File: src/design/grs_pkg.sv
// Shared types and constants of the grid resampler.
package grs_pkg;

	localparam int FRAC_BITS   = 8;
	localparam int WEIGHT_BITS = 20;

	localparam int DEF_MAX_WIDTH  = 128;
	localparam int DEF_MAX_HEIGHT = 128;
	localparam int DEF_MAX_LEVELS = 4;

	localparam logic [1:0] M_NEAREST  = 2'd0;
	localparam logic [1:0] M_BILINEAR = 2'd1;
	localparam logic [1:0] M_BICUBIC  = 2'd2;

	localparam logic [1:0] REG_METHOD = 2'd0;
	localparam logic [1:0] REG_WIDTH  = 2'd1;
	localparam logic [1:0] REG_HEIGHT = 2'd2;
	localparam logic [1:0] REG_LEVELS = 2'd3;

	typedef struct packed {
		logic [1:0] method;
		logic [7:0] width;
		logic [7:0] height;
		logic [2:0] levels;
	} grs_cfg_t;

	typedef struct packed {
		logic       load_wr;
		logic       capture;
		logic       prep1;
		logic       prep2;
		logic       prep3;
		logic       issue;
		logic       load_out;
		logic [3:0] tap;
		logic [2:0] lev;
		logic       last;
	} grs_cmd_t;

	typedef struct packed {
		logic query_ok;
		logic out_free;
	} grs_stat_t;

	typedef enum logic [2:0] {
		S_IDLE, S_P1, S_P2, S_P3, S_TAP, S_DR1, S_DR2, S_FIN
	} grs_state_t;

endpackage

File: src/design/grs_cfg.sv
// Configuration registers of the grid resampler.
module grs_cfg import grs_pkg::*; (
	input  logic       clk,
	input  logic       arst_n,
	input  logic       cfg_valid,
	output logic       cfg_ready,
	input  logic [1:0] cfg_index,
	input  logic [7:0] cfg_data,
	output grs_cfg_t   cfg
);
	grs_cfg_t cfg_q;

	assign cfg_ready = 1'b1;
	assign cfg       = cfg_q;

	always_ff @(posedge clk or negedge arst_n) begin
		if (!arst_n) begin
			cfg_q.method <= M_BILINEAR;
			cfg_q.width  <= 8'd128;
			cfg_q.height <= 8'd128;
			cfg_q.levels <= 3'd1;
		end else if (cfg_valid) begin
			case (cfg_index)
				REG_METHOD: cfg_q.method <= cfg_data[1:0];
				REG_WIDTH:  cfg_q.width  <= cfg_data;
				REG_HEIGHT: cfg_q.height <= cfg_data;
				REG_LEVELS: cfg_q.levels <= cfg_data[2:0];
				default: ;
			endcase
		end
	end
endmodule

File: config.mk
export PLATFORM = sky130hd
export DESIGN_NAME = grs_cfg
export DESIGN_NICKNAME = d
export VERILOG_FILES = /design/src/design/grs_pkg.sv /design/src/design/grs_cfg.sv
export SDC_FILE = /design/constraint.sdc
export NUM_CORES = 1
export LEC_CHECK = 0
export ABC_AREA = 1
export BUFFER_PORTS_ARGS = -buffer_cell sky130_fd_sc_hd__buf_2
export CAP_MARGIN = 25
export CORE_ASPECT_RATIO = 0.75
export CORE_MARGIN = 5
export CORE_UTILIZATION = 45
export DETAILED_ROUTE_END_ITERATION = 16
export GPL_TIMING_DRIVEN = 0
export PLACE_DENSITY = 0.75
export SLEW_MARGIN = 20
export SYNTH_ARGS = -nofsm -noshare
export SYNTH_HDL_FRONTEND = slang
export SYNTH_SLANG_ARGS = --single-unit
File: constraint.sdc
create_clock -name clk -period 2 [get_ports clk]
set_clock_uncertainty 0.05 [all_clocks]
set_input_delay 0.1 -clock clk [delete_from_list [all_inputs] [get_ports clk]]
set_output_delay 0.1 -clock clk [all_outputs]
set_load 0.01 [all_outputs]
---- Yosys cells after proc, flatten, opt, wreduce, memory -nomap -nowiden ----
Cells that the tools add are included.
storage, ports and cells
  bits of input ports ..................... 13
  output and inout bits ................... 22
  flip-flop bits (word level) ............. 21
cells by class
  reductions and logical operators ........ 5
  eq/ne operators ......................... 3
operator list
  operator            count
  $reduce_and 2->1    4
  $eq 2x2->1 const B  2
  $eq 2x1->1 const B  1
  $logic_not 2->1     1

---- Logic depth before layout (Yosys ltp) ----
  word-level depth ........................ 2
  depth in mapped cells ................... 4
  gate-level depth less buffers ........... 4

---- Least setup slack after synthesis ----
OpenSTA, ideal clock, no wires.
  kind .................................... reg2reg
  from .................................... register cfg[0] (netlist name)
  to ...................................... register cfg_q (netlist bit cfg[0])
  cell stages (with the launch flop) ...... 3
  library setup time ...................... 0.060 ns
  path buffers ............................ 0
  required time ........................... 1.890 ns
  data arrival time ....................... 0.637 ns
  slack ................................... 1.252 ns
  path through ............................ dfstp_2 > nand2_1 > nand2_1
RTL lines
  what       line           RTL
  to (decl)  grs_cfg.sv:11  grs_cfg_t cfg_q;

---- Worst setup path in the final report ----
  from .................................... register cfg_q (netlist bit cfg[10])
  to ...................................... output port cfg[10] in the netlist's numbering
RTL lines
  what       line          RTL
  to (decl)  grs_cfg.sv:9  output grs_cfg_t cfg
No word-level cell between the ends.

==> key figures <==
Worst setup path
  – Worst path bufs/invs: 1
  – Crit start category: flop
  – Critical path peak fanout: 2
  – Crit path DAT: around 0.97 ns
  – R2R setup slack: 1.25 ns
  – Reg2reg path depth: 2
  – CP max-delay cell: dfstp_2
  – Kind of end point of the critical path: output port
  – Critical path cell sequence: buf_2
  – Slowest stage delay, CP: roughly 0.55 ns
  – WP data required: 1.85 ns
  – FF-to-FF Start: cfg[10]$_DFFE_PN1P_
  – Top delay family on crit path: flip-flops
  – Setup CP Type: reg2out
  – Crit Reg-Reg Endpoint: cfg[10]$_DFFE_PN1P_

CTS
  – TritonCTS clock tree: yes
  – CTS buffer count: 3
  – Clk buf depth: 2
  – Worst-path clk slew: 0.12 ns
  – H-tree depth: 1
  – Clock tree root driver cell: clkbuf_4
  – Worst-skew pair later-pin latency: ~0.30 ns
  – Clk sinks: 21
  – Setup Buffers After CTS: 0
  – Post_cts resized: 0

Final layout
  – # nets final: around 150
  – Layout area overhead: 28.4%
  – Post-layout util: 59.1%
  – Commonest non-fill, non-tap cells in the layout: 43 x nand2_1, 33 x buf_2, 19 x nand4_1
  – ANT cells: 0
  – Area of the multi-input gates: about 320 um2
  – Share of layout cells above drive strength 1: between 30% and 40%
  – Finished Layout Cells: between 150 and 200
  – Seq. cell area: roughly 530 um2
  – Commonest non-fill, non-tap cell in the layout: nand2_1
  – Fillcell total: 183
  – Max reg flops: 21

Timing
  – Crit share post-route: approximately 56%
  – Final setup fails: 0
  – Final Max Slew Viols: 0
  – Hold Slack: 0.00409 ns
  – RSZ-0062 raised after global routing: false
  – Max Freq: 891 MHz
  – Crit path time final: 1.12 ns
  – Setup TNS: 0 ns
  – Fin. Hold Viols: 0

GRT
  – Total gr overflow: 0
  – Largest net degree at the start of global routing: 22
  – Vias in the first global route: between 800 and 900
  – Initial antenna violation count: 0
  – Tot GR Track Use: 15.0%
  – Global-route wire length before repair: 3.51 mm

Floorplan
  – Initial Util: 46.0%
  – Row count: 14
  – Die outline height: between 40 and 50 um
  – Die width: a little over 60 um
  – Core footprint: 1960 um2
  – Top Ports: 35
  – Die Area: 3010 um2

Yosys
  – Simple-gate share of the synthesized area: about a third
  – Count of cell types in the netlist: 11
  – FF+latch count, synth: 21
  – Fraction of synthesized cell area in xor and xnor cells: 0%
  – Synthesis Warnings: 0
  – Synth Area in Compound Gates: 0%
  – Net Count, Synth: approximately 110
  – Mapped Area: approximately 900 um2
  – Seq/Total Area, Yosys: 58.7%
  – Cells after Synth: ~100
  – Mean Syn Cell Area: around 9.2 um2
  – Largest family of logic cells by synthesized area: simple AND/OR/NAND/NOR gates
  – Synth Area in Adders: 0%
  – Post-synthesis mux area share: 0%

Routing
  – DRC errors left: 0
  – Vias post-DR: 818
  – Vias/cell: 5.05
  – Initial DRT Pass Iterations: 4
  – WL per Instance: between 10 and 15 um
  – WL final: between 2 and 2.5 mm
  – Starting DRT DRC Count: 47
  – Routed Antenna Nets: 0

Pwr
  – Combinational power share: about 24%
  – P per Cell Area: ~840 nW/um2
  – Sw frac: around 31%
  – Cell internal pwr: ~670 uW
  – Total power: 973 uW
  – Psw: 298 uW
  – Clock power share: a little over a fifth
  – Max IR drop VDD: 0.558 mV
  – Flop pwr share: around 55%
  – Leak pwr: around 0.00065 uW

Min path
  – Hold path cells: 3
  – Critical hold path startpoint: cfg_data[5]
  – WHS Endpoint: cfg[16]$_DFFE_PN0P_
  – Hold WC Path Type: in2reg

Place
  – Routability cong.: between 0.8 and 0.9
  – Placed cells: 154
  – Detailed placer's ending HPWL: about 1.7 mm
  – Input/output buffers: 32

Outcome
  – Outcome: completed

Run
  – Max_cap viols: 0
[metal layers]
metal	global-route usage, %	wire (um)
met1	21.1	1040
met2	22.6	977
met3	5.56	144
met4	2.12	0
met5	0	0
[area by class of cell]
cell class,count,area share [%]
Timing Repair Buffer,36,17.3
Tap cell,24,2.59
Inverter,2,0.647
Sequential cell,21,45.7
Clock buffer,4,2.27
Buffer,6,3.67
Multi-Input combinational cell,69,27.8
[cell families after synthesis]
family / count (synthesis)
simple gates: 68
flops: 21
buf+inv: 8
other cells: 1
[synthesized netlist by cell type]
cell | n | area, um2
nand2_1 | 43 | 161
nand4_1 | 19 | 119
dfrtp_1 | 17 | 425
buf_4 | 5 | 37.5
dfstp_2 | 4 | 105
nand3_1 | 3 | 15.0
inv_2 | 2 | 7.51
nand3_2 | 2 | 20.0
buf_2 | 1 | 5.00
conb_1 | 1 | 3.75
nor2_1 | 1 | 3.75
[worst max path at each step]
| stage | from | to | slack, ns | cells after the start |
|---|---|---|---|---|
| 2_1_floorplan | cfg[0]$_DFFE_PN1P_ | cfg[0]$_DFFE_PN1P_ | 1.25 | 2 |
| 3_3_place_gp | cfg_index[0] | cfg[8]$_DFFE_PN0P_ | 1.13 | 5 |
| 5_1_grt | cfg[18]$_DFFE_PN1P_ | cfg[18] | 0.84 | 1 |
| 6_report | cfg[10]$_DFFE_PN1P_ | cfg[10] | 0.88 | 1 |
| 3_5_place_dp | cfg_index[0] | cfg[9]$_DFFE_PN0P_ | 1.10 | 5 |
| 4_1_cts | cfg[10]$_DFFE_PN1P_ | cfg[10] | 0.87 | 1 |
[power groups by stage]
stage / registers, uW / clock network, uW / logic, uW
finish: 535 / 202 / 235
global route: 544 / 223 / 261
floorplan: 577 / 0 / 81.8
global placement: 539 / 0 / 226
detailed placement: 543 / 0 / 232
CTS: 536 / 206 / 240
[timing repair]
| action | CTS | global route |
|---|---|---|
| endpoints found under the setup margin | 0 | 0 |
| hold buffers | 4 | 0 |
| endpoints found under the hold margin | 21 | 0 |
[stage by stage]
stage / worst slack [ns] / area (um2)
after floorplan: 1.25 / 903
after global placement: 1.13 / 1090
after detailed placement: 1.10 / 1090
after CTS: 0.869 / 1160
after global routing: 0.842 / 1160
final: 0.877 / 1160
Power figures use the tool's default switching activity.
