File: src/design/grs_pkg.sv
// Shared types and constants of the grid resampler.
package grs_pkg;

	localparam int FRAC_BITS   = 8;
	localparam int WEIGHT_BITS = 20;

	localparam int DEF_MAX_WIDTH  = 128;
	localparam int DEF_MAX_HEIGHT = 128;
	localparam int DEF_MAX_LEVELS = 4;

	localparam logic [1:0] M_NEAREST  = 2'd0;
	localparam logic [1:0] M_BILINEAR = 2'd1;
	localparam logic [1:0] M_BICUBIC  = 2'd2;

	localparam logic [1:0] REG_METHOD = 2'd0;
	localparam logic [1:0] REG_WIDTH  = 2'd1;
	localparam logic [1:0] REG_HEIGHT = 2'd2;
	localparam logic [1:0] REG_LEVELS = 2'd3;

	typedef struct packed {
		logic [1:0] method;
		logic [7:0] width;
		logic [7:0] height;
		logic [2:0] levels;
	} grs_cfg_t;

	typedef struct packed {
		logic       load_wr;
		logic       capture;
		logic       prep1;
		logic       prep2;
		logic       prep3;
		logic       issue;
		logic       load_out;
		logic [3:0] tap;
		logic [2:0] lev;
		logic       last;
	} grs_cmd_t;

	typedef struct packed {
		logic query_ok;
		logic out_free;
	} grs_stat_t;

	typedef enum logic [2:0] {
		S_IDLE, S_P1, S_P2, S_P3, S_TAP, S_DR1, S_DR2, S_FIN
	} grs_state_t;

endpackage

File: src/design/grs_ctrl.sv
// Sequencing state machine of the grid resampler.
module grs_ctrl import grs_pkg::*; #(
	parameter int MAX_LEVELS = DEF_MAX_LEVELS
) (
	input  logic      clk,
	input  logic      arst_n,
	input  grs_cfg_t  cfg,
	input  logic      in_valid,
	output logic      in_ready,
	input  logic      op,
	input  grs_stat_t stat,
	output grs_cmd_t  cmd
);
	grs_state_t state_q, state_nx;
	logic [3:0] tap_q, tap_nx;
	logic [2:0] lev_q, lev_nx;
	logic [2:0] nlev;
	logic [4:0] ntaps;
	logic       last;

	assign nlev = (int'(cfg.levels) > MAX_LEVELS) ? 3'(MAX_LEVELS) : cfg.levels;
	assign last = (3'(lev_q + 3'd1) == nlev);

	always_comb begin
		case (cfg.method)
			M_BILINEAR: ntaps = 5'd4;
			M_BICUBIC:  ntaps = 5'd16;
			default:    ntaps = 5'd1;
		endcase
	end

	always_ff @(posedge clk or negedge arst_n) begin
		if (!arst_n) begin
			state_q <= S_IDLE;
			tap_q   <= '0;
			lev_q   <= '0;
		end else begin
			state_q <= state_nx;
			tap_q   <= tap_nx;
			lev_q   <= lev_nx;
		end
	end

	always_comb begin
		state_nx = state_q;
		tap_nx   = tap_q;
		lev_nx   = lev_q;
		cmd      = '0;
		cmd.tap  = tap_q;
		cmd.lev  = lev_q;
		cmd.last = last;
		in_ready = (state_q == S_IDLE);
		case (state_q)
			S_IDLE: begin
				if (in_valid) begin
					if (op) begin
						cmd.capture = 1'b1;
						state_nx    = S_P1;
					end else begin
						cmd.load_wr = 1'b1;
					end
				end
			end
			S_P1: begin
				cmd.prep1 = 1'b1;
				state_nx  = S_P2;
			end
			S_P2: begin
				cmd.prep2 = 1'b1;
				state_nx  = S_P3;
			end
			S_P3: begin
				cmd.prep3 = 1'b1;
				lev_nx    = '0;
				tap_nx    = '0;
				if (nlev == 3'd0) state_nx = S_IDLE;
				else state_nx = stat.query_ok ? S_TAP : S_FIN;
			end
			S_TAP: begin
				cmd.issue = 1'b1;
				if (tap_q == 4'(ntaps - 5'd1)) state_nx = S_DR1;
				else tap_nx = 4'(tap_q + 4'd1);
			end
			S_DR1: state_nx = S_DR2;
			S_DR2: state_nx = S_FIN;
			S_FIN: begin
				if (stat.out_free) begin
					cmd.load_out = 1'b1;
					if (last) begin
						state_nx = S_IDLE;
					end else begin
						lev_nx   = 3'(lev_q + 3'd1);
						tap_nx   = '0;
						state_nx = stat.query_ok ? S_TAP : S_FIN;
					end
				end
			end
			default: state_nx = S_IDLE;
		endcase
	end

`ifndef NO_ASSERTIONS
	a_tap_range: assert property (@(posedge clk) disable iff (!arst_n)
		state_q == S_TAP |-> 5'(tap_q) < ntaps) else $error("tap beyond patch");
	a_query_start: assert property (@(posedge clk) disable iff (!arst_n)
		in_valid && in_ready && op |=> state_q == S_P1) else $error("query not started");
`endif
endmodule

File: config.mk
export PLATFORM = sky130hd
export DESIGN_NAME = grs_ctrl
export DESIGN_NICKNAME = d
export VERILOG_FILES = /design/src/design/grs_pkg.sv /design/src/design/grs_ctrl.sv
export SDC_FILE = /design/constraint.sdc
export NUM_CORES = 1
export LEC_CHECK = 0
export ABC_AREA = 1
export BUFFER_PORTS_ARGS = -buffer_cell sky130_fd_sc_hd__buf_2
export CAP_MARGIN = 10
export CELL_PAD_IN_SITES_DETAIL_PLACEMENT = 1
export CELL_PAD_IN_SITES_GLOBAL_PLACEMENT = 2
export CORE_MARGIN = 2
export CORE_UTILIZATION = 23
export CTS_BUF_LIST = sky130_fd_sc_hd__clkbuf_4 sky130_fd_sc_hd__clkbuf_8
export CTS_CLUSTER_DIAMETER = 80
export DETAILED_ROUTE_END_ITERATION = 8
export PLACE_DENSITY = 0.85
export SYNTH_ARGS = -nofsm -noshare
export SYNTH_HDL_FRONTEND = slang
export SYNTH_SLANG_ARGS = --single-unit
File: constraint.sdc
create_clock -name clk -period 1.8 [get_ports clk]
set_input_delay 0.18 -clock clk [delete_from_list [all_inputs] [get_ports clk]]
set_output_delay 0.18 -clock clk [all_outputs]
set_load 0.02 [all_outputs]
Word level (Yosys, flattened, before mapping) --
Cells that the tools add are included.
Operators by class: $add $sub $neg 3, $lt $le $gt $ge 1, eq/ne operators 17, multiplexer cells 27, reduce and logical (&&, ||, !) cells 7
Operators by type and width (count):
- two-way mux 3 bit | 9
- case mux 3 bit (8 select lines) | 1
- == test 3 bit, second input constant | 4
- two-way mux 4 bit | 3
- case mux 3 bit (2 select lines) | 2
- case mux 4 bit (3 select lines) | 1
- inequality test 2 bit, second input constant | 5
- two-way mux 1 bit | 8
- AND reduction 4 bit | 2
- == test 3 x 2 -> 1 bit, second input constant | 2
- zero test 3 bit | 2
- two-way mux 2 bit | 3
- adder 4 x 1 -> 4 bit, second input constant | 1
- == test 4 bit | 1
- subtractor 4 x 1 -> 4 bit, second input constant | 1
- adder 3 x 1 -> 3 bit, second input constant | 1
- == test 3 x 1 -> 1 bit, second input constant | 1
- == test 3 bit | 1
- greater-than comparator 3 bit, second input constant | 1
- AND reduction 3 bit | 1
- nonzero test 3 bit | 1
- == test 2 x 1 -> 1 bit, second input constant | 1
- == test 2 bit, second input constant | 1
- inequality test 2 x 1 -> 1 bit, second input constant | 1
- nonzero test 2 bit | 1
Word-level totals: register bits after elaboration 10, bits of input ports 27, output and inout port bits 16, word-level logic and storage cells 58

Depth between registers and ports, before layout --
Gate-level depths: netlist of run 1.
depth in word-level cells 6, mapped depth 12, gate-level depth less buffers 12

Worst setup path before layout of run 1 --
No wires, ideal clock.
kind reg-to-reg, from register lev_q[0], to register tap_q[2], setup time 118 ps, arrival 1453 ps, required time 1682 ps, setup slack 229 ps, cell stages (with the launch flop) 11, path buffers 0, period minus slack after synthesis 1571 ps, cells stage by stage dfrtp_1 -> ha_1 -> nand3b_1 -> nand2_1 -> nor2_2 -> nand2_2 -> nand2_2 -> nand2_2 -> nand2_2 -> nand2_1 -> nand2_1
On the way: word-level cells in the longest chain between the ends 4
Ends and longest elaborated chain:
- start, declared | line grs_ctrl.sv:16 | logic [2:0] lev_q, lev_nx;
- start signal, assigned | line grs_ctrl.sv:40 | lev_q <= lev_nx;
- adder 3 x 1 -> 3 bit | line grs_ctrl.sv:22 | assign last = (3'(lev_q + 3'd1) == nlev);
- == test 3 bit | line grs_ctrl.sv:22
- inequality test 2 bit (no line)
- AND reduction 4 bit (no line)
- end signal, assigned | line grs_ctrl.sv:39 | tap_q <= tap_nx;
- end, declared | line grs_ctrl.sv:15 | logic [3:0] tap_q, tap_nx;
Every way passes these cells. A chain may end at the register's enable or synchronous reset.

==> flow_summary.html, run 1 <==
<table>
<tr><th>Metric</th><th>Value</th></tr>
<tr><th colspan="2">Pwr</th></tr>
<tr><td>Total power divided by cell area</td><td>1430 mW/mm2</td></tr>
<tr><td>Leakage power summed over all cells</td><td>0.655 nW</td></tr>
<tr><td>Worst VDD drop</td><td>567 uV</td></tr>
<tr><th colspan="2">Critical path</th></tr>
<tr><td>Element type at the critical path start</td><td>flop</td></tr>
<tr><td>Depth of the most critical reg-to-reg path</td><td>10</td></tr>
<tr><td>Reg2Reg Capture Point</td><td>tap_q[0]</td></tr>
<tr><td>Sort of element at the end of the critical path</td><td>output port</td></tr>
<tr><td>Worst Setup Path Type</td><td>reg2out</td></tr>
<tr><td>Critical Path End</td><td>cmd[0]</td></tr>
<tr><td>R2R Setup Slk</td><td>230 ps</td></tr>
<tr><td>Origin of the worst setup path</td><td>lev_q[0]</td></tr>
<tr><td>R2R Path Start</td><td>lev_q[0]</td></tr>
<tr><td>Worst path required time</td><td>1620 ps</td></tr>
<tr><td>Worst-path fanout max</td><td>5</td></tr>
<tr><td>Data arrival time of the critical path</td><td>1510 ps</td></tr>
<tr><th colspan="2">Global route</th></tr>
<tr><td>Via count of the first global-routing pass</td><td>934</td></tr>
<tr><td>Antenna violations before repair</td><td>0</td></tr>
<tr><td>Global-route usage over all layers</td><td>12.3%</td></tr>
<tr><td>Final global-route overflow total</td><td>0</td></tr>
<tr><td>Wire length of the first global-routing pass</td><td>4.15 mm</td></tr>
<tr><td>Pin count of the biggest net entering global routing</td><td>11</td></tr>
<tr><th colspan="2">Die</th></tr>
<tr><td>Die outline area</td><td>0.00427 mm2</td></tr>
<tr><td>I/O pin total</td><td>43</td></tr>
<tr><td>Width of the die</td><td>65.3 um</td></tr>
<tr><td>Number of rows created at floorplan</td><td>22</td></tr>
<tr><td>Floorplan die height</td><td>65.3 um</td></tr>
<tr><td>Starting density of the core</td><td>23.8%</td></tr>
<tr><td>Core Footprint</td><td>0.00363 mm2</td></tr>
<tr><th colspan="2">Drt</th></tr>
<tr><td>TritonRoute pass-1 iters</td><td>3</td></tr>
<tr><td>Wire length after detailed routing</td><td>2.37 mm</td></tr>
<tr><td>Average via count per standard cell</td><td>4.37</td></tr>
<tr><td>Drt drc</td><td>0</td></tr>
<tr><td>Starting DRC count in detailed routing</td><td>21</td></tr>
<tr><td>Post-detailed-route count of antenna-violating nets</td><td>0</td></tr>
<tr><td>Via Count</td><td>931</td></tr>
<tr><td>Routed length per placed instance</td><td>11.1 um</td></tr>
<tr><th colspan="2">STA</th></tr>
<tr><td>Shortest clock period the worst path allows after layout</td><td>1690 ps</td></tr>
<tr><td>Setup TNS</td><td>0 ps</td></tr>
<tr><td>Achievable clock frequency</td><td>591 MHz</td></tr>
<tr><td>Max_slew headroom</td><td>81.0%</td></tr>
<tr><td>Minimum setup slack in the final design</td><td>107 ps</td></tr>
<tr><td>Clock Skew</td><td>1.15 ps</td></tr>
<tr><td>Fin Hold WS</td><td>332 ps</td></tr>
<tr><td>Final Max Tran Viols</td><td>0</td></tr>
<tr><td>Worst-Margin Slew</td><td>285 ps</td></tr>
<tr><td>Period Utilization, post-route</td><td>94.1%</td></tr>
<tr><td>Final hold vios</td><td>0</td></tr>
<tr><td>RSZ-0062 raised after global routing</td><td>no</td></tr>
<tr><td>Number of endpoints failing setup at the final stage</td><td>0</td></tr>
<tr><th colspan="2">Layout</th></tr>
<tr><td>Net count of the finished layout</td><td>197</td></tr>
<tr><td>Commonest cells after routing, fill and taps aside</td><td>nand2_1, buf_2, nor2_1</td></tr>
<tr><td>Antenna cells</td><td>0</td></tr>
<tr><td>Area growth from synthesis to layout</td><td>31.1%</td></tr>
<tr><td>Share of layout cells above drive strength 1</td><td>33.3%</td></tr>
<tr><td>Most frequent standard cell in the layout excluding fill and tap cells</td><td>nand2_1</td></tr>
<tr><th colspan="2">Clock tree</th></tr>
<tr><td>Buffer count from post-CTS setup fixing</td><td>0</td></tr>
<tr><td>Clock tree from TritonCTS</td><td>done</td></tr>
<tr><td>H-tree Lvls</td><td>1</td></tr>
<tr><td>CTS sink cnt</td><td>10</td></tr>
<tr><td>Maximum buffer depth of the clock tree</td><td>2</td></tr>
<tr><td>Number of CTS-inserted buffers</td><td>3</td></tr>
<tr><td>CTS root buf</td><td>clkbuf_8</td></tr>
<tr><td>Clock insertion delay at the later pin of the skew report</td><td>240 ps</td></tr>
<tr><td>Reg clk slew, reported paths</td><td>50 ps</td></tr>
<tr><th colspan="2">Synthesis</th></tr>
<tr><td>Top cells by area, synth</td><td>dfrtp_1, nand2_1, nand3_1</td></tr>
<tr><td>Dominant cell type by area after synthesis</td><td>dfrtp_1</td></tr>
<tr><td>Net count of the mapped netlist</td><td>166</td></tr>
<tr><td>Share of the yosys chip area belonging to registers</td><td>28.9%</td></tr>
<tr><td>Yosys top cell area share</td><td>28.9%</td></tr>
<tr><td>Netlist cell types</td><td>20</td></tr>
<tr><td>Syn Area/Cell</td><td>6.40 um2</td></tr>
<tr><td>Combined area of all synthesized cells</td><td>865 um2</td></tr>
<tr><td>Total of warnings raised by yosys</td><td>0</td></tr>
<tr><td>Instance count of the mapped netlist</td><td>135</td></tr>
<tr><td>Number of synthesized register bits</td><td>10</td></tr>
<tr><th colspan="2">Run status</th></tr>
<tr><td>Result of the run</td><td>completed</td></tr>
<tr><th colspan="2">Placed design</th></tr>
<tr><td>Detailed-placement wirelength estimate</td><td>1.90 mm</td></tr>
<tr><td>Placer congestion estimate</td><td>0.853</td></tr>
<tr><td>Number of port buffers</td><td>26</td></tr>
<tr><td>Placement-stage worst setup slack</td><td>150 ps</td></tr>
<tr><th colspan="2">Min path</th></tr>
<tr><td>Worst min-delay path category</td><td>in2reg</td></tr>
<tr><th colspan="2">Flow run</th></tr>
<tr><td>Max cap viols</td><td>0</td></tr>
</table>
flip-flops by register name, indices dropped and copies added, names as in the netlist:
| register | count |
|---|---|
| tap_q | 4 |
| state_q | 3 |
| lev_q | 3 |
cell families after synthesis:
family                     Yosys count  synth area share, %
buffers and inverters               22                 9.99
DFF                                 10                 28.9
and+or+nand+nor                     92                 49.9
adders and majority gates            4                 5.79
xor gates and xnor gates             2                 2.03
AOI/OAI and AO/OA                    5                 3.33
power by group:
part	internal, mW	leakage (nW)	switching [mW]	total [mW]
logic	0.324	0.500	0.591	0.916
clock network	0.193	0.0288	0.0997	0.293
registers	0.301	0.126	0.114	0.415
worst min-delay path by stage:
stage | startpoint | to | slack, ps | depth (start not counted)
5_1_grt | arst_n | lev_q[1] | 360 | 2
4_1_cts | stat[0] | lev_q[0] | 330 | 5
6_report | stat[0] | lev_q[0] | 330 | 5
2_1_floorplan | arst_n | lev_q[0] | -120 | 0
3_5_place_dp | arst_n | state_q[2] | 70 | 1
3_3_place_gp | arst_n | state_q[2] | 60 | 1
layout make-up:
| cell class | instances | area, um2 |
|---|---|---|
| fill | 473 | 2500 |
| multi-input combinational | 103 | 546 |
| sequential | 10 | 251 |
| timing repair buffer | 27 | 143 |
| inverter | 21 | 78.8 |
| tap | 48 | 60.1 |
| clock buffer | 4 | 55.1 |
metrics by stage:
| stage | power (mW) | cells | utilization, % | cell area (um2) |
|---|---|---|---|---|
| 2_1_floorplan | 1.08 | 135 | - | 865 |
| 6_report | 1.62 | 213 | 31.2 | 1130 |
| 3_3_place_gp | 1.27 | 208 | 28.8 | 1050 |
| 4_1_cts | 1.62 | 213 | 30.6 | 1110 |
| 5_1_grt | 1.79 | 213 | 31.2 | 1130 |
| 3_5_place_dp | 1.31 | 208 | 28.8 | 1050 |
synth_stat cells (all sizes together):
master	instances
nand2	53
nor2	23
inv	21
nand3	12
dfrtp	10
ha	4
a21oi	3
nand3b	2
buf	1
nand4	1
nor3	1
o21bai	1
o22ai	1
xnor2	1
xor2	1
critical path, cell delays in order, from the launching register on:
cell	delay [ps]
dfrtp_2	450
ha_4	260
nand3b_1	150
nand2_1	90
nor2_2	40
nand2_2	90
inv_1	50
buf_4	150
timing repair:
action	in CTS	in global routing
hold endpoints to repair	10	0
setup endpoints to repair	0	7
resized for setup	0	4
hold buffers	1	0
routing by layer:
metal / GRT usage [%] / vias up / share of wire, %
met5: 0 / - / 0
met3: 4.28 / 3 / 5.1
met1: 15.0 / 437 / 44
li1: - / 472 / -
met2: 21.4 / 19 / 50
met4: 1.56 / 0 / 0.55
Note: power is estimated with default switching activity, not from simulation.
==> run 2: changes to the inputs <==
==> constraint.sdc (replaced) <==
create_clock -name clk -period 1.8 [get_ports clk]
set_input_delay 0.36 -clock clk [delete_from_list [all_inputs] [get_ports clk]]
set_output_delay 0.36 -clock clk [all_outputs]
set_load 0.02 [all_outputs]
==> run 2 against run 1 <==
Against the previous run:
- worst setup slack got worse by 80 ps
- critical path depth unchanged
- worst hold slack improved by 190 ps
- total power increased by 4.8%
- routed wire length increased by 6.8%
- via count increased by 4.1%
- critical endpoint unchanged
- largest cell class unchanged
- highest routed layer unchanged
==> flow_summary.html, run 2 (synthesis results as in run 1) <==
<table>
<tr><th>Metric</th><th>Value</th></tr>
<tr><th colspan="2">Run status</th></tr>
<tr><td>Result of the run</td><td>completed</td></tr>
<tr><th colspan="2">Flow run</th></tr>
<tr><td>Max cap viols</td><td>0 (unchanged)</td></tr>
<tr><th colspan="2">Die</th></tr>
<tr><td>Number of rows created at floorplan</td><td>22 (unchanged)</td></tr>
<tr><td>Floorplan die height</td><td>65.3 um (unchanged)</td></tr>
<tr><td>Die outline area</td><td>0.00427 mm2 (unchanged)</td></tr>
<tr><td>Starting density of the core</td><td>23.8% (unchanged)</td></tr>
<tr><td>Core Footprint</td><td>0.00363 mm2 (unchanged)</td></tr>
<tr><td>Width of the die</td><td>65.3 um (unchanged)</td></tr>
<tr><td>I/O pin total</td><td>43 (unchanged)</td></tr>
<tr><th colspan="2">Placed design</th></tr>
<tr><td>Number of port buffers</td><td>26 (unchanged)</td></tr>
<tr><td>Cell area reported after detailed placement</td><td>0.00105 mm2 (unchanged)</td></tr>
<tr><td>Detailed-placement wirelength estimate</td><td>1.90 mm (unchanged)</td></tr>
<tr><td>Placer congestion estimate</td><td>0.853 (unchanged)</td></tr>
<tr><th colspan="2">Layout</th></tr>
<tr><td>Largest Register</td><td>tap_q</td></tr>
<tr><td>Net count of the finished layout</td><td>203 (+3.0%)</td></tr>
<tr><td>Antenna cells</td><td>0 (unchanged)</td></tr>
<tr><td>Largest registers</td><td>tap_q (4), lev_q (3), state_q (3)</td></tr>
<tr><td>Most frequent standard cell in the layout excluding fill and tap cells</td><td>nand2_1</td></tr>
<tr><td>Area growth from synthesis to layout</td><td>37.5%</td></tr>
<tr><td>Max reg flops</td><td>4 (unchanged)</td></tr>
<tr><td>Share of layout cells above drive strength 1</td><td>38.0% (+4.7 points)</td></tr>
<tr><td>Commonest cells after routing, fill and taps aside</td><td>nand2_1, buf_2, nor2_1</td></tr>
<tr><td>Core Util, Final</td><td>32.7% (+1.5 points)</td></tr>
<tr><td>Layout Cell Area excl Fill</td><td>0.00119 mm2 (+4.9%)</td></tr>
<tr><th colspan="2">STA</th></tr>
<tr><td>Max_slew headroom</td><td>83.5% (+2.6 points)</td></tr>
<tr><td>RSZ-0062 raised after global routing</td><td>yes</td></tr>
<tr><td>Clock Skew</td><td>1.73 ps (+0.580 ps)</td></tr>
<tr><td>Shortest clock period the worst path allows after layout</td><td>1770 ps (+79.9 ps)</td></tr>
<tr><td>Setup TNS</td><td>0 ps (unchanged)</td></tr>
<tr><td>Final hold vios</td><td>0 (unchanged)</td></tr>
<tr><td>Period Utilization, post-route</td><td>98.5% (+4.4 points)</td></tr>
<tr><td>Achievable clock frequency</td><td>564 MHz (-4.5%)</td></tr>
<tr><td>Number of endpoints failing setup at the final stage</td><td>0 (unchanged)</td></tr>
<tr><td>Final Max Tran Viols</td><td>0 (unchanged)</td></tr>
<tr><td>Worst-Margin Slew</td><td>247 ps (-38.3 ps)</td></tr>
<tr><th colspan="2">Min path</th></tr>
<tr><td>Worst min-delay path category</td><td>in2async</td></tr>
<tr><th colspan="2">Critical path</th></tr>
<tr><td>Worst-path fanout max</td><td>3 (-2)</td></tr>
<tr><td>Data arrival time of the critical path</td><td>1410 ps (-100 ps)</td></tr>
<tr><td>Element type at the critical path start</td><td>flop</td></tr>
<tr><td>Sort of element at the end of the critical path</td><td>output port</td></tr>
<tr><td>CP cell instances</td><td>ha_4, nand3b_1, nand2_1, nor2_2, nand2_2, inv_2, buf_6</td></tr>
<tr><td>Master of the slowest instance on the critical path</td><td>dfrtp_1</td></tr>
<tr><td>Peak per-stage delay on the critical path</td><td>410 ps (-40 ps)</td></tr>
<tr><td>Worst Setup Path Type</td><td>reg2out</td></tr>
<tr><td>Worst path required time</td><td>1440 ps (-180 ps)</td></tr>
<tr><th colspan="2">Clock tree</th></tr>
<tr><td>Maximum buffer depth of the clock tree</td><td>2 (unchanged)</td></tr>
<tr><td>Clock insertion delay at the later pin of the skew report</td><td>240 ps (about the same)</td></tr>
<tr><td>H-tree Lvls</td><td>1 (unchanged)</td></tr>
<tr><td>Reg clk slew, reported paths</td><td>50 ps (about the same)</td></tr>
<tr><td>CTS sink cnt</td><td>10 (unchanged)</td></tr>
<tr><td>Number of CTS-inserted buffers</td><td>3 (unchanged)</td></tr>
<tr><td>Clock tree from TritonCTS</td><td>done</td></tr>
<tr><td>CTS root buf</td><td>clkbuf_8</td></tr>
<tr><th colspan="2">Pwr</th></tr>
<tr><td>Total power divided by cell area</td><td>1430 mW/mm2 (about the same)</td></tr>
<tr><td>Post-layout total power</td><td>1.70 mW (+4.8%)</td></tr>
<tr><td>Leakage power summed over all cells</td><td>0.683 nW (+4.2%)</td></tr>
<tr><td>Worst VDD drop</td><td>581 uV (+2.5%)</td></tr>
<tr><th colspan="2">Drt</th></tr>
<tr><td>Average via count per standard cell</td><td>4.42 (+1.2%)</td></tr>
<tr><td>Routed wire length on met2</td><td>1.32 mm (+11%)</td></tr>
<tr><td>Routed length per placed instance</td><td>11.6 um (+3.9%)</td></tr>
<tr><td>Wire length on met3</td><td>121 um (-0.82%)</td></tr>
<tr><td>Wire length after detailed routing</td><td>2.53 mm (+6.8%)</td></tr>
<tr><td>Via Count</td><td>969 (+4.1%)</td></tr>
<tr><td>Starting DRC count in detailed routing</td><td>18 (-14%)</td></tr>
<tr><td>Met1 Wirelength</td><td>1.08 mm (+3.2%)</td></tr>
<tr><td>TritonRoute pass-1 iters</td><td>3 (unchanged)</td></tr>
<tr><td>Drt drc</td><td>0 (unchanged)</td></tr>
<tr><td>Post-detailed-route count of antenna-violating nets</td><td>0 (unchanged)</td></tr>
<tr><td>Highest routed metal layer</td><td>met4</td></tr>
<tr><th colspan="2">Global route</th></tr>
<tr><td>Global-route usage over all layers</td><td>12.8% (+0.47 points)</td></tr>
<tr><td>Pin count of the biggest net entering global routing</td><td>11 (unchanged)</td></tr>
<tr><td>Antenna violations before repair</td><td>0 (unchanged)</td></tr>
<tr><td>Wire length of the first global-routing pass</td><td>4.30 mm (+3.7%)</td></tr>
<tr><td>Via count of the first global-routing pass</td><td>978 (+4.7%)</td></tr>
<tr><td>Final global-route overflow total</td><td>0 (unchanged)</td></tr>
</table>
-- run 2: cell types whose count changed in the layout (fill, tap and decap cells not counted), sizes merged --
| cell | previous run | this run |
|---|---|---|
| buf | 26 | 32 |
-- run 2: cell type report --
cell class	count	area, um2
clock buffer	4	55.1
sequential	10	253
fill	477	2440
tap	48	60.1
inverter	21	78.8
multi-input combinational	103	548
timing repair buffer	33	194
-- run 2: through the flow --
| stage | hold slack [ps] | cells | setup slack [ps] |
|---|---|---|---|
| after CTS | 505 | 215 | -22.9 |
| after floorplan | 64.4 | 135 | 124 |
| after global placement | 243 | 208 | 135 |
| final | 517 | 219 | 27.0 |
| after detailed placement | 249 | 208 | 111 |
| after global routing | 540 | 219 | -58.6 |
-- run 2: final timing paths --
check	start	end	slack [ps]	depth (start not counted)
setup reg to reg	lev_q[0]	tap_q[0]	190	11
setup / recovery	lev_q[0]	cmd[0]	30	7
hold reg to reg	lev_q[2]	lev_q[2]	540	2
max in group asynchronous	arst_n	state_q[1]	1060	2
hold / removal	arst_n	state_q[2]	520	2
min in group clk	stat[0]	lev_q[1]	520	5
-- run 2: worst max-delay path, delay by kind of cell (launching register included) --
family | cells | cell delay, ps
flip-flops | 1 | 410
AND/OR/NAND/NOR | 4 | 330
adder cells (fa/ha/maj) | 1 | 280
buffers and inverters | 2 | 150
-- run 2: where the power goes --
part           internal, mW  switching [mW]  leakage (nW)
registers             0.302           0.107         0.126
logic                 0.376           0.624         0.528
clock network         0.193          0.0996        0.0288
-- run 2: what timing repair did --
item                       in CTS  in global routing
setup endpoints to repair       3                  4
setup buffers                   2                  4
hold buffers                    1                  0
pin swaps                       1                  2
hold endpoints to repair       10                  0
resized for setup               5                  5
-- run 2: layer usage --
metal	up-vias	GRT usage (%)
li1	486	-
met2	19	23.5
met4	0	1.56
met5	-	0
met3	3	4.28
met1	461	14.7
==> run 3: changes to the inputs <==
--- a/config.mk
+++ b/config.mk
@@ -6,16 +6,16 @@
 export NUM_CORES = 1
 export LEC_CHECK = 0
 export ABC_AREA = 1
-export BUFFER_PORTS_ARGS = -buffer_cell sky130_fd_sc_hd__buf_2
 export CAP_MARGIN = 10
 export CELL_PAD_IN_SITES_DETAIL_PLACEMENT = 1
 export CELL_PAD_IN_SITES_GLOBAL_PLACEMENT = 2
 export CORE_MARGIN = 2
-export CORE_UTILIZATION = 23
+export CORE_UTILIZATION = 31
 export CTS_BUF_LIST = sky130_fd_sc_hd__clkbuf_4 sky130_fd_sc_hd__clkbuf_8
 export CTS_CLUSTER_DIAMETER = 80
 export DETAILED_ROUTE_END_ITERATION = 8
-export PLACE_DENSITY = 0.85
+export DONT_BUFFER_PORTS = 1
+export PLACE_DENSITY = 0.83
 export SYNTH_ARGS = -nofsm -noshare
 export SYNTH_HDL_FRONTEND = slang
 export SYNTH_SLANG_ARGS = --single-unit
==> run 3 against run 2 <==
Against the previous run:
- maximum frequency up 1.6%
- final cell count down 18%
- clock skew rose by 5.1 ps
- critical path depth decreased by 1
- total power down 12%
- critical path type unchanged
==> flow_summary.html, run 3 (synthesis results as in run 1) <==
<table>
<tr><th>Metric</th><th>Value</th></tr>
<tr><th colspan="2">Run status</th></tr>
<tr><td>Result of the run</td><td>completed</td></tr>
<tr><th colspan="2">Layout</th></tr>
<tr><td>Largest Register</td><td>tap_q</td></tr>
<tr><td>Share of layout cells above drive strength 1</td><td>28.2% (-9.8 points)</td></tr>
<tr><td>Net count of the finished layout</td><td>182 (-10%)</td></tr>
<tr><td>Area occupied by multi-input gates</td><td>548 um2 (unchanged)</td></tr>
<tr><td>Area growth from synthesis to layout</td><td>19.7%</td></tr>
<tr><td>Antenna cells</td><td>0 (unchanged)</td></tr>
<tr><td>Most frequent standard cell in the layout excluding fill and tap cells</td><td>nand2_1</td></tr>
<tr><td>Max reg flops</td><td>4 (unchanged)</td></tr>
<tr><td>Largest registers</td><td>tap_q (4), lev_q (3), state_q (3)</td></tr>
<tr><td>Commonest cells after routing, fill and taps aside</td><td>nand2_1, nor2_1, inv_1, nand3_1, buf_4</td></tr>
<tr><td>Final-layout fill cell count</td><td>362 (-24%)</td></tr>
<tr><td>Flip-flop and latch area</td><td>251 um2 (-0.49%)</td></tr>
<tr><th colspan="2">Drt</th></tr>
<tr><td>Wire length after detailed routing</td><td>2.28 mm (-10%)</td></tr>
<tr><td>Starting DRC count in detailed routing</td><td>7 (-11)</td></tr>
<tr><td>Routed length per placed instance</td><td>12.7 um (+9.6%)</td></tr>
<tr><td>Drt drc</td><td>0 (unchanged)</td></tr>
<tr><td>TritonRoute pass-1 iters</td><td>2 (-1)</td></tr>
<tr><td>Via Count</td><td>863 (-11%)</td></tr>
<tr><td>Post-detailed-route count of antenna-violating nets</td><td>0 (unchanged)</td></tr>
<tr><td>Average via count per standard cell</td><td>4.79 (+8.4%)</td></tr>
<tr><th colspan="2">STA</th></tr>
<tr><td>Number of endpoints failing setup at the final stage</td><td>0 (unchanged)</td></tr>
<tr><td>Max_slew headroom</td><td>67.2% (-16 points)</td></tr>
<tr><td>RSZ-0062 raised after global routing</td><td>yes</td></tr>
<tr><td>Setup TNS</td><td>0 ps (unchanged)</td></tr>
<tr><td>Final Max Tran Viols</td><td>0 (unchanged)</td></tr>
<tr><td>Period Utilization, post-route</td><td>97.0% (-1.5 points)</td></tr>
<tr><td>Final hold vios</td><td>0 (unchanged)</td></tr>
<tr><td>Shortest clock period the worst path allows after layout</td><td>1750 ps (-27.6 ps)</td></tr>
<tr><td>Clock Skew</td><td>6.83 ps (+5.10 ps)</td></tr>
<tr><td>Worst-Margin Slew</td><td>490 ps (+243 ps)</td></tr>
<tr><td>Achievable clock frequency</td><td>573 MHz (+1.6%)</td></tr>
<tr><th colspan="2">Global route</th></tr>
<tr><td>Wire length of the first global-routing pass</td><td>3.56 mm (-17%)</td></tr>
<tr><td>Via count of the first global-routing pass</td><td>825 (-16%)</td></tr>
<tr><td>Final global-route overflow total</td><td>0 (unchanged)</td></tr>
<tr><td>Global-route usage over all layers</td><td>13.7% (+0.93 points)</td></tr>
<tr><td>Antenna violations before repair</td><td>0 (unchanged)</td></tr>
<tr><td>Pin count of the biggest net entering global routing</td><td>11 (unchanged)</td></tr>
<tr><th colspan="2">Pwr</th></tr>
<tr><td>Internal Pwr Total</td><td>713 uW (-18%)</td></tr>
<tr><td>Net Switching</td><td>782 uW (-5.8%)</td></tr>
<tr><td>Portion of total power attributed to the clock network</td><td>9.5% (-7.7 points)</td></tr>
<tr><td>Share of total power in sequential cells</td><td>29.4% (+5.4 points)</td></tr>
<tr><td>Total power divided by cell area</td><td>1450 mW/mm2 (+0.96%)</td></tr>
<tr><td>Sw frac</td><td>52.3% (+3.5 points)</td></tr>
<tr><td>Post-layout total power</td><td>1.50 mW (-12%)</td></tr>
<tr><td>Share of total power in combinational logic</td><td>61.1% (+2.3 points)</td></tr>
<tr><td>Leakage power summed over all cells</td><td>0.568 nW (-17%)</td></tr>
<tr><td>Worst VDD drop</td><td>862 uV (+48%)</td></tr>
<tr><th colspan="2">Critical path</th></tr>
<tr><td>CP cell instances</td><td>ha_4, nand3b_1, nand2_1, nor2_2, nand2_2, inv_4</td></tr>
<tr><td>Data arrival time of the critical path</td><td>1390 ps (-20 ps)</td></tr>
<tr><td>Worst path required time</td><td>1440 ps (about the same)</td></tr>
<tr><td>Element type at the critical path start</td><td>flop</td></tr>
<tr><td>Critical Path Stages</td><td>6 (-1)</td></tr>
<tr><td>Family with the most delay on the worst path</td><td>flip-flops</td></tr>
<tr><td>R2R Setup Slk</td><td>160 ps (-30 ps)</td></tr>
<tr><td>Worst Setup Path Type</td><td>reg2out</td></tr>
<tr><td>Peak per-stage delay on the critical path</td><td>410 ps (about the same)</td></tr>
<tr><td>Buf/Inv on CP</td><td>1 (-1)</td></tr>
<tr><td>Sort of element at the end of the critical path</td><td>output port</td></tr>
<tr><td>Depth of the most critical reg-to-reg path</td><td>10 (-1)</td></tr>
<tr><td>Worst-path fanout max</td><td>3 (unchanged)</td></tr>
<tr><td>Master of the slowest instance on the critical path</td><td>dfrtp_1</td></tr>
<tr><th colspan="2">Placed design</th></tr>
<tr><td>Number of port buffers</td><td>0 (-100%)</td></tr>
<tr><td>Placer congestion estimate</td><td>0.786 (-7.8%)</td></tr>
<tr><td>Detailed-placement wirelength estimate</td><td>1.82 mm (-3.9%)</td></tr>
<tr><th colspan="2">Die</th></tr>
<tr><td>I/O pin total</td><td>43 (unchanged)</td></tr>
<tr><td>Width of the die</td><td>56.8 um (-13%)</td></tr>
<tr><td>Die outline area</td><td>0.00323 mm2 (-24%)</td></tr>
<tr><td>Starting density of the core</td><td>31.9% (+8.1 points)</td></tr>
<tr><td>Core Footprint</td><td>0.00271 mm2 (-25%)</td></tr>
<tr><td>Number of rows created at floorplan</td><td>19 (-14%)</td></tr>
<tr><td>Floorplan die height</td><td>56.8 um (-13%)</td></tr>
<tr><th colspan="2">Flow run</th></tr>
<tr><td>Max cap viols</td><td>0 (unchanged)</td></tr>
<tr><th colspan="2">Clock tree</th></tr>
<tr><td>Reg clk slew, reported paths</td><td>50 ps (about the same)</td></tr>
<tr><td>Maximum buffer depth of the clock tree</td><td>2 (unchanged)</td></tr>
<tr><td>H-tree Lvls</td><td>1 (unchanged)</td></tr>
<tr><td>Clock insertion delay at the later pin of the skew report</td><td>260 ps (+20 ps)</td></tr>
<tr><td>CTS sink cnt</td><td>10 (unchanged)</td></tr>
<tr><td>CTS root buf</td><td>clkbuf_4</td></tr>
<tr><td>Number of CTS-inserted buffers</td><td>3 (unchanged)</td></tr>
<tr><td>Clock tree from TritonCTS</td><td>done</td></tr>
<tr><th colspan="2">Min path</th></tr>
<tr><td>Worst min-delay path category</td><td>in2reg</td></tr>
<tr><td>Worst Hold Path Cells</td><td>4</td></tr>
</table>
run 3: changes by cell type in the layout (fill, tap and decap cells not counted):
cell / before / now
buf_2: 24 / 0
buf_4: 7 / 11
clkbuf_8: 4 / 0
clkbuf_4: 0 / 3
buf_6: 1 / 0
dfrtp_1: 8 / 9
dfrtp_2: 2 / 1
inv_2: 9 / 8
inv_4: 0 / 1
run 3: power groups by stage:
stage	registers (mW)	clock network, mW	logic (mW)
after floorplan	0.440	0	0.644
after CTS	0.443	0.154	0.855
after global routing	0.450	0.167	1.03
final	0.440	0.142	0.913
after global placement	0.433	0	0.785
after detailed placement	0.437	0	0.822
run 3: metal layers:
metal,global-route usage (%),routed length [um],vias up
li1,-,-,443
met1,15.4,939,406
met2,25.4,1250,14
met3,4.61,91,0
met4,1.99,0,0
met5,0,0,-
run 3: timing repair:
item,4_1_cts,5_1_grt
endpoints found under the setup margin,3,4
setup buffers,0,5
hold buffers,1,0
resized for setup,5,2
pin swaps,0,3
endpoints found under the hold margin,10,0
run 3: worst reg2reg max path, cell delays in order, from the launching register on:
cell and delay, ps:
dfrtp_1 410, ha_4 290, nand3b_1 100, nand2_1 60, nor2_2 90, nand2_2 90, buf_4 140, nand2_1 90
nand3_1 80, nor2_1 140, nor2_2 40
run 3: cell type report:
| type | count | share of cell area [%] |
|---|---|---|
| Clock buffer | 3 | 2.18 |
| Inverter | 21 | 7.86 |
| Multi-Input combinational cell | 103 | 53.0 |
| Sequential cell | 10 | 24.3 |
| Tap cell | 31 | 3.75 |
| Timing Repair Buffer | 12 | 8.95 |
run 3: metrics by stage:
stage | hold WS, ps | cell area (um2) | util [%] | cells | setup WS [ps]
floorplan | 64.4 | 865 | - | 135 | 124
global placement | 64.6 | 941 | 34.7 | 171 | 260
detailed placement | 64.8 | 941 | 34.7 | 171 | 186
CTS | 367 | 993 | 36.7 | 175 | 1.82
global route | 385 | 1030 | 38.2 | 180 | -48.7
finish | 375 | 1030 | 38.2 | 180 | 54.6
run 3: path summary, 6_finish.rpt:
kind	startpoint	end
setup / recovery	lev_q[0]	cmd[0]
hold / removal	stat[0]	lev_q[1]
setup reg to reg	lev_q[0]	state_q[0]
hold reg to reg	lev_q[1]	lev_q[1]
max in group asynchronous	arst_n	state_q[1]
min in group asynchronous	arst_n	state_q[2]
